## src/hw/rtl/dltq_pkg.sv

```systemverilog
package dltq_pkg;

  // Default sizes
  localparam int unsigned MaxIdsDef    = 16;
  localparam int unsigned DeltaBitsDef = 24;

  // Fixed field widths
  localparam int unsigned IdW     = 4;
  localparam int unsigned IdCount = 16;
  localparam int unsigned TicksW  = 24;

  // Operation codes
  localparam logic [1:0] MODE_INSERT = 2'd0;
  localparam logic [1:0] MODE_REMOVE = 2'd1;
  localparam logic [1:0] MODE_TICK   = 2'd2;

  // Result kinds
  localparam logic [2:0] KIND_EXPIRED   = 3'd0;
  localparam logic [2:0] KIND_INSERTED  = 3'd1;
  localparam logic [2:0] KIND_INS_REJ   = 3'd2;
  localparam logic [2:0] KIND_REMOVED   = 3'd3;
  localparam logic [2:0] KIND_NOT_QUEUED = 3'd4;

  typedef struct packed {
    logic [1:0]        mode;
    logic [IdW-1:0]    waiter_id;
    logic [TicksW-1:0] ticks;
  } in_item_t;

  typedef struct packed {
    logic [2:0]        kind;
    logic [IdW-1:0]    waiter_id_res;
    logic [TicksW-1:0] delta_left;
    logic              last;
  } out_item_t;

  typedef enum logic [3:0] {
    ST_IDLE,
    ST_INS_CMP,
    ST_SHU_WR,
    ST_INS_PUT,
    ST_REM_CMP,
    ST_SHD_WR,
    ST_TICK_CMP,
    ST_EXP_CMP,
    ST_EXP_LAST,
    ST_CMP_WR,
    ST_RESP
  } dltq_state_e;

endpackage

```

## src/hw/rtl/dltq_ram.sv

```systemverilog
module dltq_ram #(
  parameter int unsigned Depth = 16,
  parameter int unsigned Width = 28,
  localparam int unsigned AW = (Depth > 1) ? $clog2(Depth) : 1
) (
  input  logic             clk_i,
  input  logic             we_i,
  input  logic [AW-1:0]    waddr_i,
  input  logic [Width-1:0] wdata_i,
  input  logic             re_i,
  input  logic [AW-1:0]    raddr_i,
  output logic [Width-1:0] rdata_o
);

  logic [Width-1:0] mem [Depth];
  logic [Width-1:0] rdata_q;

  // Write port
  always_ff @(posedge clk_i) begin
    if (we_i) begin
      mem[waddr_i] <= wdata_i;
    end
  end

  // Registered read port, holds when not reading
  always_ff @(posedge clk_i) begin
    if (re_i) begin
      rdata_q <= mem[raddr_i];
    end
  end

  assign rdata_o = rdata_q;

endmodule

```

## src/hw/rtl/delta_list_timeout_queue.sv

```systemverilog
// Delta-list timeout queue: entries are kept in one RAM in expiry order, each holding its
// waiter id and its delta from the entry ahead. One item is processed at a time; the input
// stalls until the item is done, which for a tick can come after its last result has been
// loaded into the output register, and a tick that expires nothing gives no result. RAM
// reads are registered. An insert walks to the slot, then moves later entries up; a remove
// searches for the id, then moves later entries down; a tick counts the head down and, when
// it reaches zero, expires it and the following zero-delta entries, then moves the surviving
// entries to the head. The list holds at most MAX_IDS ids; a stalled output holds the item.
// A result kind of 2 flags a rejected insert, 4 a remove of an id that is not queued.
module delta_list_timeout_queue #(
  parameter int unsigned MAX_IDS    = dltq_pkg::MaxIdsDef,
  parameter int unsigned DELTA_BITS = dltq_pkg::DeltaBitsDef
) (
  input  logic                clk_i,
  input  logic                rst_ni,
  input  logic                in_valid_i,
  output logic                in_stall_o,
  input  dltq_pkg::in_item_t  in_item_i,
  output logic                out_valid_o,
  input  logic                out_stall_i,
  output dltq_pkg::out_item_t out_item_o
);

  localparam int unsigned IW = (MAX_IDS > 1) ? $clog2(MAX_IDS) : 1;
  localparam int unsigned LW = $clog2(MAX_IDS + 1);
  localparam int unsigned DB = DELTA_BITS;
  localparam int unsigned EW = DB + dltq_pkg::IdW;
  localparam logic [DB-1:0] DMax = {DB{1'b1}};

  dltq_pkg::dltq_state_e state_q, state_d;
  logic [LW-1:0] len_q, len_d, pos_q, pos_d, cnt_q, cnt_d, n_q, n_d;
  logic [DB-1:0] t_q, t_d, d_q, d_d;
  logic [dltq_pkg::IdW-1:0] id_q, id_d;
  logic [2:0] kind_q, kind_d;
  logic [dltq_pkg::IdCount-1:0] flags_q, flags_d;
  logic out_valid_q, out_valid_d;
  dltq_pkg::out_item_t out_q, out_d;

  // RAM interface
  logic          mem_we, mem_re;
  logic [IW-1:0] mem_waddr, mem_raddr;
  logic [EW-1:0] mem_wdata, rd_q;
  logic [dltq_pkg::IdW-1:0] rd_id;
  logic [DB-1:0] rd_delta;

  // Helpers
  logic              out_free, emit;
  dltq_pkg::out_item_t emit_item;
  logic [DB-1:0]     t_sat, dec_delta, sum_sat;
  logic [DB:0]       sum_full;
  logic [LW-1:0]     pos_p1, cnt_p1, cnt_p2, cnt_m1, cnt_m2, n_p1, len_m1;
  logic [LW:0]       src_addr;

  dltq_ram #(.Depth(MAX_IDS), .Width(EW)) u_ram (
    .clk_i  (clk_i),
    .we_i   (mem_we),
    .waddr_i(mem_waddr),
    .wdata_i(mem_wdata),
    .re_i   (mem_re),
    .raddr_i(mem_raddr),
    .rdata_o(rd_q)
  );

  assign rd_id    = rd_q[DB +: dltq_pkg::IdW];
  assign rd_delta = rd_q[DB-1:0];

  // Arithmetic helpers
  always_comb begin
    if (DB >= dltq_pkg::TicksW) begin
      t_sat = DB'(in_item_i.ticks);
    end else if (in_item_i.ticks > dltq_pkg::TicksW'(DMax)) begin
      t_sat = DMax;
    end else begin
      t_sat = DB'(in_item_i.ticks);
    end
    dec_delta = (rd_delta == '0) ? '0 : rd_delta - 1'b1;
    sum_full  = {1'b0, rd_delta} + {1'b0, d_q};
    sum_sat   = sum_full[DB] ? DMax : sum_full[DB-1:0];
    pos_p1    = pos_q + 1'b1;
    cnt_p1    = cnt_q + 1'b1;
    cnt_p2    = cnt_q + LW'(2);
    cnt_m1    = cnt_q - 1'b1;
    cnt_m2    = cnt_q - LW'(2);
    n_p1      = n_q + 1'b1;
    len_m1    = len_q - 1'b1;
    src_addr  = {1'b0, cnt_q} + {1'b0, n_q} + 1'b1;
  end

  assign out_free = !out_valid_q || !out_stall_i;

  // Sequencer: next state, RAM accesses and results
  always_comb begin
    state_d   = state_q;
    len_d     = len_q;
    pos_d     = pos_q;
    cnt_d     = cnt_q;
    n_d       = n_q;
    t_d       = t_q;
    d_d       = d_q;
    id_d      = id_q;
    kind_d    = kind_q;
    flags_d   = flags_q;
    mem_we    = 1'b0;
    mem_waddr = '0;
    mem_wdata = rd_q;
    mem_re    = 1'b0;
    mem_raddr = '0;
    emit      = 1'b0;
    emit_item = '{kind: kind_q, waiter_id_res: id_q, delta_left: dltq_pkg::TicksW'(d_q),
                  last: 1'b1};

    unique case (state_q)
      dltq_pkg::ST_IDLE: begin
        if (in_valid_i) begin
          id_d  = in_item_i.waiter_id;
          t_d   = t_sat;
          pos_d = '0;
          d_d   = '0;
          unique case (in_item_i.mode)
            dltq_pkg::MODE_INSERT: begin
              if (len_q == LW'(MAX_IDS) || flags_q[in_item_i.waiter_id]) begin
                kind_d  = dltq_pkg::KIND_INS_REJ;
                state_d = dltq_pkg::ST_RESP;
              end else if (len_q == '0) begin
                state_d = dltq_pkg::ST_INS_PUT;
              end else begin
                mem_re  = 1'b1;
                state_d = dltq_pkg::ST_INS_CMP;
              end
            end
            dltq_pkg::MODE_REMOVE: begin
              if (!flags_q[in_item_i.waiter_id]) begin
                kind_d  = dltq_pkg::KIND_NOT_QUEUED;
                state_d = dltq_pkg::ST_RESP;
              end else begin
                mem_re  = 1'b1;
                state_d = dltq_pkg::ST_REM_CMP;
              end
            end
            dltq_pkg::MODE_TICK: begin
              if (len_q != '0) begin
                mem_re  = 1'b1;
                state_d = dltq_pkg::ST_TICK_CMP;
              end
            end
            default: ;
          endcase
        end
      end

      // Walk: subtract deltas smaller than the remaining timeout
      dltq_pkg::ST_INS_CMP: begin
        if (rd_delta < t_q) begin
          t_d   = t_q - rd_delta;
          pos_d = pos_p1;
          if (pos_p1 == len_q) begin
            state_d = dltq_pkg::ST_INS_PUT;
          end else begin
            mem_re    = 1'b1;
            mem_raddr = pos_p1[IW-1:0];
          end
        end else begin
          mem_re    = 1'b1;
          mem_raddr = len_m1[IW-1:0];
          cnt_d     = len_q;
          state_d   = dltq_pkg::ST_SHU_WR;
        end
      end

      // Move entries up by one; the old slot holder loses the new delta
      dltq_pkg::ST_SHU_WR: begin
        mem_we    = 1'b1;
        mem_waddr = cnt_q[IW-1:0];
        if (cnt_m1 == pos_q) begin
          mem_wdata = {rd_id, rd_delta - t_q};
          state_d   = dltq_pkg::ST_INS_PUT;
        end else begin
          mem_re    = 1'b1;
          mem_raddr = cnt_m2[IW-1:0];
          cnt_d     = cnt_m1;
        end
      end

      dltq_pkg::ST_INS_PUT: begin
        mem_we      = 1'b1;
        mem_waddr   = pos_q[IW-1:0];
        mem_wdata   = {id_q, t_q};
        len_d       = len_q + 1'b1;
        flags_d[id_q] = 1'b1;
        kind_d      = dltq_pkg::KIND_INSERTED;
        state_d     = dltq_pkg::ST_RESP;
      end

      // Search for the id
      dltq_pkg::ST_REM_CMP: begin
        if (rd_id == id_q) begin
          d_d = rd_delta;
          if (pos_p1 == len_q) begin
            len_d         = len_q - 1'b1;
            flags_d[id_q] = 1'b0;
            kind_d        = dltq_pkg::KIND_REMOVED;
            state_d       = dltq_pkg::ST_RESP;
          end else begin
            cnt_d     = pos_q;
            mem_re    = 1'b1;
            mem_raddr = pos_p1[IW-1:0];
            state_d   = dltq_pkg::ST_SHD_WR;
          end
        end else begin
          pos_d     = pos_p1;
          mem_re    = 1'b1;
          mem_raddr = pos_p1[IW-1:0];
        end
      end

      // Move entries down by one; the successor adds the removed delta to its own, saturating
      dltq_pkg::ST_SHD_WR: begin
        mem_we    = 1'b1;
        mem_waddr = cnt_q[IW-1:0];
        if (cnt_q == pos_q) begin
          mem_wdata = {rd_id, sum_sat};
        end
        cnt_d = cnt_p1;
        if (cnt_p2 == len_q) begin
          len_d         = len_q - 1'b1;
          flags_d[id_q] = 1'b0;
          kind_d        = dltq_pkg::KIND_REMOVED;
          state_d       = dltq_pkg::ST_RESP;
        end else begin
          mem_re    = 1'b1;
          mem_raddr = cnt_p2[IW-1:0];
        end
      end

      // Head countdown
      dltq_pkg::ST_TICK_CMP: begin
        if (dec_delta != '0) begin
          mem_we    = 1'b1;
          mem_waddr = '0;
          mem_wdata = {rd_id, dec_delta};
          state_d   = dltq_pkg::ST_IDLE;
        end else begin
          id_d           = rd_id;
          flags_d[rd_id] = 1'b0;
          n_d            = LW'(1);
          if (len_q == LW'(1)) begin
            state_d = dltq_pkg::ST_EXP_LAST;
          end else begin
            mem_re    = 1'b1;
            mem_raddr = IW'(1);
            state_d   = dltq_pkg::ST_EXP_CMP;
          end
        end
      end

      // Following entries with zero delta expire too
      dltq_pkg::ST_EXP_CMP: begin
        if (rd_delta == '0) begin
          if (out_free) begin
            emit           = 1'b1;
            emit_item      = '{kind: dltq_pkg::KIND_EXPIRED, waiter_id_res: id_q,
                               delta_left: '0, last: 1'b0};
            id_d           = rd_id;
            flags_d[rd_id] = 1'b0;
            n_d            = n_p1;
            if (n_p1 == len_q) begin
              state_d = dltq_pkg::ST_EXP_LAST;
            end else begin
              mem_re    = 1'b1;
              mem_raddr = n_p1[IW-1:0];
            end
          end
        end else begin
          state_d = dltq_pkg::ST_EXP_LAST;
        end
      end

      dltq_pkg::ST_EXP_LAST: begin
        if (out_free) begin
          emit      = 1'b1;
          emit_item = '{kind: dltq_pkg::KIND_EXPIRED, waiter_id_res: id_q,
                        delta_left: '0, last: 1'b1};
          len_d     = len_q - n_q;
          if (n_q == len_q) begin
            state_d = dltq_pkg::ST_IDLE;
          end else begin
            cnt_d     = '0;
            mem_re    = 1'b1;
            mem_raddr = n_q[IW-1:0];
            state_d   = dltq_pkg::ST_CMP_WR;
          end
        end
      end

      // Move survivors to the head
      dltq_pkg::ST_CMP_WR: begin
        mem_we    = 1'b1;
        mem_waddr = cnt_q[IW-1:0];
        if (cnt_p1 == len_q) begin
          state_d = dltq_pkg::ST_IDLE;
        end else begin
          cnt_d     = cnt_p1;
          mem_re    = 1'b1;
          mem_raddr = src_addr[IW-1:0];
        end
      end

      dltq_pkg::ST_RESP: begin
        if (out_free) begin
          emit    = 1'b1;
          state_d = dltq_pkg::ST_IDLE;
        end
      end

      default: state_d = dltq_pkg::ST_IDLE;
    endcase
  end

  // Output register
  always_comb begin
    out_valid_d = out_valid_q;
    out_d       = out_q;
    if (emit) begin
      out_valid_d = 1'b1;
      out_d       = emit_item;
    end else if (!out_stall_i) begin
      out_valid_d = 1'b0;
    end
  end

  always_ff @(posedge clk_i or negedge rst_ni) begin
    if (!rst_ni) begin
      state_q     <= dltq_pkg::ST_IDLE;
      len_q       <= '0;
      flags_q     <= '0;
      out_valid_q <= 1'b0;
    end else begin
      state_q     <= state_d;
      len_q       <= len_d;
      flags_q     <= flags_d;
      out_valid_q <= out_valid_d;
    end
  end

  always_ff @(posedge clk_i) begin
    pos_q  <= pos_d;
    cnt_q  <= cnt_d;
    n_q    <= n_d;
    t_q    <= t_d;
    d_q    <= d_d;
    id_q   <= id_d;
    kind_q <= kind_d;
    out_q  <= out_d;
  end

  assign in_stall_o  = (state_q != dltq_pkg::ST_IDLE);
  assign out_valid_o = out_valid_q;
  assign out_item_o  = out_q;

  // Checks
  a_len_bound: assert property (@(posedge clk_i) disable iff (!rst_ni)
    len_q <= LW'(MAX_IDS))
    else $error("list length above capacity");

  a_flags_match_len: assert property (@(posedge clk_i) disable iff (!rst_ni)
    state_q == dltq_pkg::ST_IDLE |-> $countones(flags_q) == int'(len_q))
    else $error("queued flags disagree with list length");

  a_no_overwrite: assert property (@(posedge clk_i) disable iff (!rst_ni)
    emit && out_valid_q |-> !out_stall_i)
    else $error("result loaded over a stalled item");

endmodule
```

## config.mk

```make
export PLATFORM = sky130hd
export DESIGN_NAME = delta_list_timeout_queue
export DESIGN_NICKNAME = d
export VERILOG_FILES = /design/src/hw/rtl/dltq_pkg.sv /design/src/hw/rtl/dltq_ram.sv /design/src/hw/rtl/delta_list_timeout_queue.sv
export SDC_FILE = /design/constraint.sdc
export NUM_CORES = 1
export LEC_CHECK = 0
export ABC_AREA = 1
export BUFFER_PORTS_ARGS = -buffer_cell sky130_fd_sc_hd__buf_2
export CAP_MARGIN = 25
export CORE_UTILIZATION = 35
export DETAILED_ROUTE_END_ITERATION = 8
export SYNTH_ARGS = -nofsm -noshare
export SYNTH_HDL_FRONTEND = slang
export SYNTH_HIERARCHICAL = 1
export SYNTH_SLANG_ARGS = --single-unit
```

## constraint.sdc

```tcl
create_clock -name clk_i -period 4.3 [get_ports clk_i]
set_input_delay 1.075 -clock clk_i [delete_from_list [all_inputs] [get_ports clk_i]]
set_output_delay 1.075 -clock clk_i [all_outputs]
set_load 0.03 [all_outputs]
```

# == After elaboration in Yosys (flattened, before gate mapping) ==
# Memories as Yosys holds them, arrays and structs flattened. A register that Yosys moved wholly into a read port is not among the register bits.
# Cells that the tools add are included.
# word_totals
ramBits,448
latchBits,0
reg_bits,128
romBits,0
memories,1
inputBits,34
output_inout_bits,34
# memory_table
memory,words,width,rd,rd_clocked_by_memory_dff,write_ports,line,source
u_ram.mem,16,28,1,1,1,dltq_ram.sv:15,logic [Width-1:0] mem [Depth];
# classes
n_shift,0
n_addsub,15
n_div,0
muxes,129
reduce_logical,35
bitwise,5
n_lt_le_gt_ge,6
mul,0
n_eq_ne,49
# ops
cell,n
$mux 24,9
$mux 4,34
$pmux 28 s4,1
$mux 16,6
$mux 32,3
$pmux 24 s2,2
$mux 5,17
$pmux 16 s5,1
$pmux 32 s2,1
$sub 24x24->24,2
$pmux 4 s11,1
$ne 2x2->1 const B,18
$eq 5x5->1,7
$and 16x16->16,2
$not 16->16,2
$pmux 4 s8,1
$mux 1,30
$pmux 5 s6,1
$add 24x24->25,1
$logic_not 24->1,1
$lt 24x24->1,1
$pmux 4 s3,2
$reduce_bool 24->1,1
$sub 24x1->24 const B,1
56 further kinds,94

# == Logic depth before layout (Yosys ltp) ==
# logic_depth
word_depth,9
mapped_depth,25

# == By module ==
# The synthesis kept the hierarchy.
# modules_own_cells
mod,seq_area_each_um2,area_per_inst_um2,instances,cells_each
dltq_ram,14293.7,20059.2,1,1858
delta_list_timeout_queue,3713.6,14042.2,1,2170

# == Worst setup path after synthesis ==
# OpenSTA, ideal clock, no wires.
# synth_timing
path_kind,in2reg
startpoint,input port in_valid_i
endpoint,register d_q[0] (enable)
setup_slack_ns,0.315
path_stages,2
arrival_ns,3.519
path_cell_list,nor2_1 -> nor4_1
# synth_via
elab_chain_len,2
# synth_rtl
item,line,source
from (decl),delta_list_timeout_queue.sv:16,"input logic in_valid_i,"
$ne 2x2->1 (no source line),n/a,
$reduce_and 3->1 (no source line),n/a,
to (signal assigned),delta_list_timeout_queue.sv:350,d_q <= d_d;
to (decl),delta_list_timeout_queue.sv:32,"logic [DB-1:0] t_q, t_d, d_q, d_d;"
# Every way passes these cells.
# A chain may end at the register's enable or synchronous reset.

# == Worst setup path in the final report ==
# layout_timing
startpoint,register u_ram.rdata_q[1] (netlist: u_ram/rdata_o[1]) (read register of u_ram.mem)
endpoint,memory u_ram.mem[4][10] (enable)
# layout_via
elab_chain_len,7
elab_cells_between_ends,8
cone_classes,add/sub: 1; mux: 5; reduce/logical: 2
# layout_rtl
item,line,source
from (decl),dltq_ram.sv:16,logic [Width-1:0] rdata_q;
$sub 24x1->24 / $logic_not 24->1 (equally long branches),delta_list_timeout_queue.sv:76,dec_delta = (rd_delta == '0) ? '0 : rd_delta - 1'b1;
$mux 24 *,delta_list_timeout_queue.sv:76,
$reduce_bool 24->1 *,delta_list_timeout_queue.sv:237,if (dec_delta != '0) begin
$mux 1 *,delta_list_timeout_queue.sv:237,
$pmux 1 s2 *,delta_list_timeout_queue.sv:112,unique case (state_q)
via mem_we,delta_list_timeout_queue.sv:40,"logic mem_we, mem_re;"
$mux 1 *,dltq_ram.sv:20,if (we_i) begin
$mux 1 (implied by the code) *,dltq_ram.sv:21,mem[waddr_i] <= wdata_i;
to (decl),dltq_ram.sv:15,
# The timed path passes the listed nets; every way through them passes the cells marked *.

==> flow_results.org <==
** Worst setup path
- The worst setup path is of the flop to flop kind.
- For the worst setup path, the data arrival time is 4.38 ns.
- The worst setup path is captured at a flop.
- Startpoint kind of the worst setup timing path :: flop
- CP Max Fanout :: 21
- Required time of the critical path :: 4.61 ns
- Startpoint of the worst-slack reg-to-reg timing path :: u_ram/rdata_o[1]
- The worst register-to-register path has a setup slack of 0.23 ns.
- The most critical setup path has its startpoint at u_ram/rdata_o[1].

** Clocking
- # H-tree levels :: 3
- CTS Buf Count :: 70
- Clock tree from TritonCTS :: built
- Clock latency on the worst-skew pair, taken at its later pin, is 0.62 ns.
- Root Buffer Master :: sky130_fd_sc_hd__clkbuf_16
- Clock transition at the registers of the reported paths :: 0.06 ns
- Sinks on the clock net :: 604
- In this run the deepest clock path goes through 3 buffers.

** Hold path
- Hold path startpoint :: flags_q[3]
- Classification of the worst-slack hold path :: flop to flop

** Die
- FP Rows :: 114
- Die extent in x :: 314 microns
- Height of the die :: 314 microns
- The die covers 0.0987 sq mm.
- Core region area :: 0.0966 sq mm
- Starting density of the core :: 35.3%
- Num ports :: 68

** Global routing
- Global-route total usage across every layer :: 22.4%
- Via count of the first global-routing pass :: 26916
- Pin count of the biggest net entering global routing :: 65
- Antenna violations before repair :: 1
- Total congestion overflow :: 0
- The first global-routing pass estimated 168000 microns of wire.

** Placed design
- Routability-driven placement congestion ratio :: 0.988
- Placed wire-length estimate after detailed placement :: 77600 microns
- Input/output buffers :: 67

** Drt
- Number of vias per cell after detailed routing :: 5.12
- DRC marker count from the first detailed-route iteration :: 3028
- DRC errors left :: 0
- Before antenna repair, the detailed router went through 6 iterations.
- Routed WL per cell :: 20.0 microns
- Total via count in the routed design :: 28581
- The detail route stage leaves a number of antenna-violating nets equal to 0.
- Total wire length :: 111000 microns

** STA
- For the final database, setup skew stands at 0.0241 ns.
- Setup-violating endpoint count in the final report :: 0
- Timing would allow up to 246 MHz.
- Slew at the pin closest to its max-slew limit :: 1.07 ns
- Dividing the final minimum period by the clock period gives 94.7%.
- Number of hold violations in the final report :: 0
- Setup repair after global routing left no endpoint under its margin.
- Worst slew margin relative to its limit :: 28.2%
- In the final timing run, aggregate negative setup slack is 0 ns.
- For the finished layout, the period the worst path requires is 4.07 ns.
- Pins Over Slew Limit :: 0

** Yosys
- Number of unique standard cell types used by synthesis :: 57
- Syn Area/Cell :: 8.47 sq um
- Of the post-synthesis cell area, the part taken by muxes is 0%.
- Summing the areas of all compound-gate instances in the mapped netlist gives 5.95% of the synthesized area.
- Post-synth net total :: 4161
- The synthesized design contains 578 enable-type register cells.
- Async SR Flop Fraction :: 4.30%
- After synthesis the netlist holds a flip-flop and latch count of 604.
- Sequential share of the synthesized area :: 52.8%
- Post-synthesis share of cell area spent on xor and xnor gates :: 1.64%
- Area of the mapped netlist :: 0.0341 sq mm
- By area, the combinational part of the netlist is dominated by simple AND/OR/NAND/NOR gates.
- Fraction of the mapped netlist area in simple logic gates :: 26.4%
- Ys Warns :: 6
- Post-synthesis adder-cell area fraction :: 3.74%
- Synthesis handed over a netlist of 4028 instances.
- The most used flip-flop cell after synthesis is sky130_fd_sc_hd__edfxtp_1.

** Final layout
- Summing all multi-input logic gate instances after layout gives 0.0131 sq mm.
- Sequential cell area :: 0.0180 sq mm
- In the final design database the tool counted 4381 nets.
- The repair_antennas step left the layout with diodes totalling 0.
- Of the cells placed in the final design, the portion with a size suffix greater than 1 is 11.5%.
- Counting the fill cells in the layout gives 9564.
- Area growth from synthesis to final layout :: 17.3%

** Flow run
- Number of maximum-capacitance violations :: 0

** Status
- The flow ran to the end, and the final reports show no timing, DRC or antenna violations.
## layout make-up
type / instances / share of cell area, %
Sequential cell: 604 / 45.0
Multi-Input combinational cell: 2617 / 32.7
Timing Repair Buffer: 303 / 6.41
Inverter: 652 / 6.14
Clock buffer: 89 / 4.64
Tap cell: 1276 / 3.99
Clock inverter: 40 / 1.10
## state kept, by name, indices dropped and copies added (netlist names)
name / cells
kind_q: 3
n_q: 5
u_ram/rdata_o: 28
out_item_o: 32
len_q: 5
cnt_q: 5
pos_q: 5
id_q: 4
u_ram/mem: 448
out_valid_o: 1
d_q: 24
state_q: 4
flags_q: 16
t_q: 24
## cell usage after synthesis (23+ instances only)
| library cell | number | area (sq um) |
|---|---|---|
| sky130_fd_sc_hd__clkbuf_1 | 55 | 206 |
| sky130_fd_sc_hd__ha_1 | 94 | 1180 |
| sky130_fd_sc_hd__a21oi_1 | 115 | 576 |
| sky130_fd_sc_hd__buf_2 | 61 | 305 |
| sky130_fd_sc_hd__nand4_1 | 93 | 582 |
| sky130_fd_sc_hd__xor2_1 | 37 | 324 |
| sky130_fd_sc_hd__a31oi_1 | 27 | 169 |
| sky130_fd_sc_hd__nand3_1 | 515 | 2580 |
| sky130_fd_sc_hd__nor2_1 | 266 | 998 |
| sky130_fd_sc_hd__xnor2_1 | 25 | 219 |
| sky130_fd_sc_hd__inv_1 | 638 | 2390 |
| sky130_fd_sc_hd__o211ai_1 | 27 | 203 |
| sky130_fd_sc_hd__nand2_1 | 1142 | 4290 |
| sky130_fd_sc_hd__dfrtp_1 | 26 | 651 |
| sky130_fd_sc_hd__nor3_1 | 23 | 115 |
| sky130_fd_sc_hd__edfxtp_1 | 578 | 17400 |
| sky130_fd_sc_hd__buf_4 | 23 | 173 |
| sky130_fd_sc_hd__o21ai_0 | 137 | 686 |
## worst max-delay path: stages, from the launching register on
cell,delay (ns)
sky130_fd_sc_hd__edfxtp_1,0.53
sky130_fd_sc_hd__inv_1,0.16
sky130_fd_sc_hd__ha_1,0.20
sky130_fd_sc_hd__nand2_1,0.13
sky130_fd_sc_hd__nor2_2,0.12
sky130_fd_sc_hd__buf_4,0.19
sky130_fd_sc_hd__nand3_1,0.14
sky130_fd_sc_hd__nand2_1,0.10
sky130_fd_sc_hd__nand3_1,0.10
sky130_fd_sc_hd__nand2_1,0.12
sky130_fd_sc_hd__inv_2,0.03
sky130_fd_sc_hd__nand2_1,0.05
sky130_fd_sc_hd__nor2_1,0.05
sky130_fd_sc_hd__nand2_2,0.15
sky130_fd_sc_hd__nand2_4,0.06
sky130_fd_sc_hd__nand3_1,0.14
sky130_fd_sc_hd__nand3b_1,0.10
sky130_fd_sc_hd__buf_4,0.20
sky130_fd_sc_hd__nor2_4,0.81
sky130_fd_sc_hd__buf_4,0.35
## metrics by stage
stage	utilization (%)	hold slack (ns)	setup WS [ns]	area [sq um]	std cells
finish	41.4	0.472	0.228	40000	5581
global route	41.4	0.505	0.00566	40000	5581
CTS	41.2	0.473	0.102	39800	5566
floorplan	-	0.442	0.315	34100	4028
global placement	38.8	0.457	0.134	37500	5435
detailed placement	38.9	0.458	0.0879	37500	5437
## worst paths after layout
kind,end,cells after the start
setup / recovery,u_ram/mem[4][10],19
hold / removal,flags_q[3],2
setup reg to reg,u_ram/mem[4][10],19
hold reg to reg,flags_q[3],2
max in group asynchronous,flags_q[9],1
min in group asynchronous,len_q[0],1
## cells in the final DEF, fill, tap and decap left out, types with 67 or more instances in the layout
cell and instances:
sky130_fd_sc_hd__nand2_1 1142, sky130_fd_sc_hd__inv_1 635, sky130_fd_sc_hd__edfxtp_1 578, sky130_fd_sc_hd__nand3_1 512, sky130_fd_sc_hd__nor2_1 241, sky130_fd_sc_hd__buf_4 198
sky130_fd_sc_hd__o21ai_0 136, sky130_fd_sc_hd__a21oi_1 115, sky130_fd_sc_hd__ha_1 94, sky130_fd_sc_hd__nand4_1 93, sky130_fd_sc_hd__clkbuf_16 71, sky130_fd_sc_hd__buf_2 67
## repair_timing
action,CTS,global route
buffers inserted,0,13
gates resized for setup,0,15
hold endpoints to repair,0,0
hold buffers,0,0
setup endpoints to repair,0,68
## cells by family (layout without fill, tap and decap cells)
logic type               after synthesis  count (layout)
AND/OR/NAND/NOR                     2096            2096
buffers and inverters                807            1084
flip-flops                           604             604
AO/OA/AOI/OAI                        359             359
adder cells (fa/ha/maj)               99              99
XOR/XNOR                              63              63
## layer usage
metal | wire length [microns] | GRT usage, %
met5 | 0 | 0
met1 | 48400 | 30.6
met3 | 7430 | 3.01
met4 | 3220 | 7.26
met2 | 52400 | 36.8
Power is left out: the tool's default activity adds up to more than one toggle a clock period on the data nets, which glitch-free logic cannot reach.
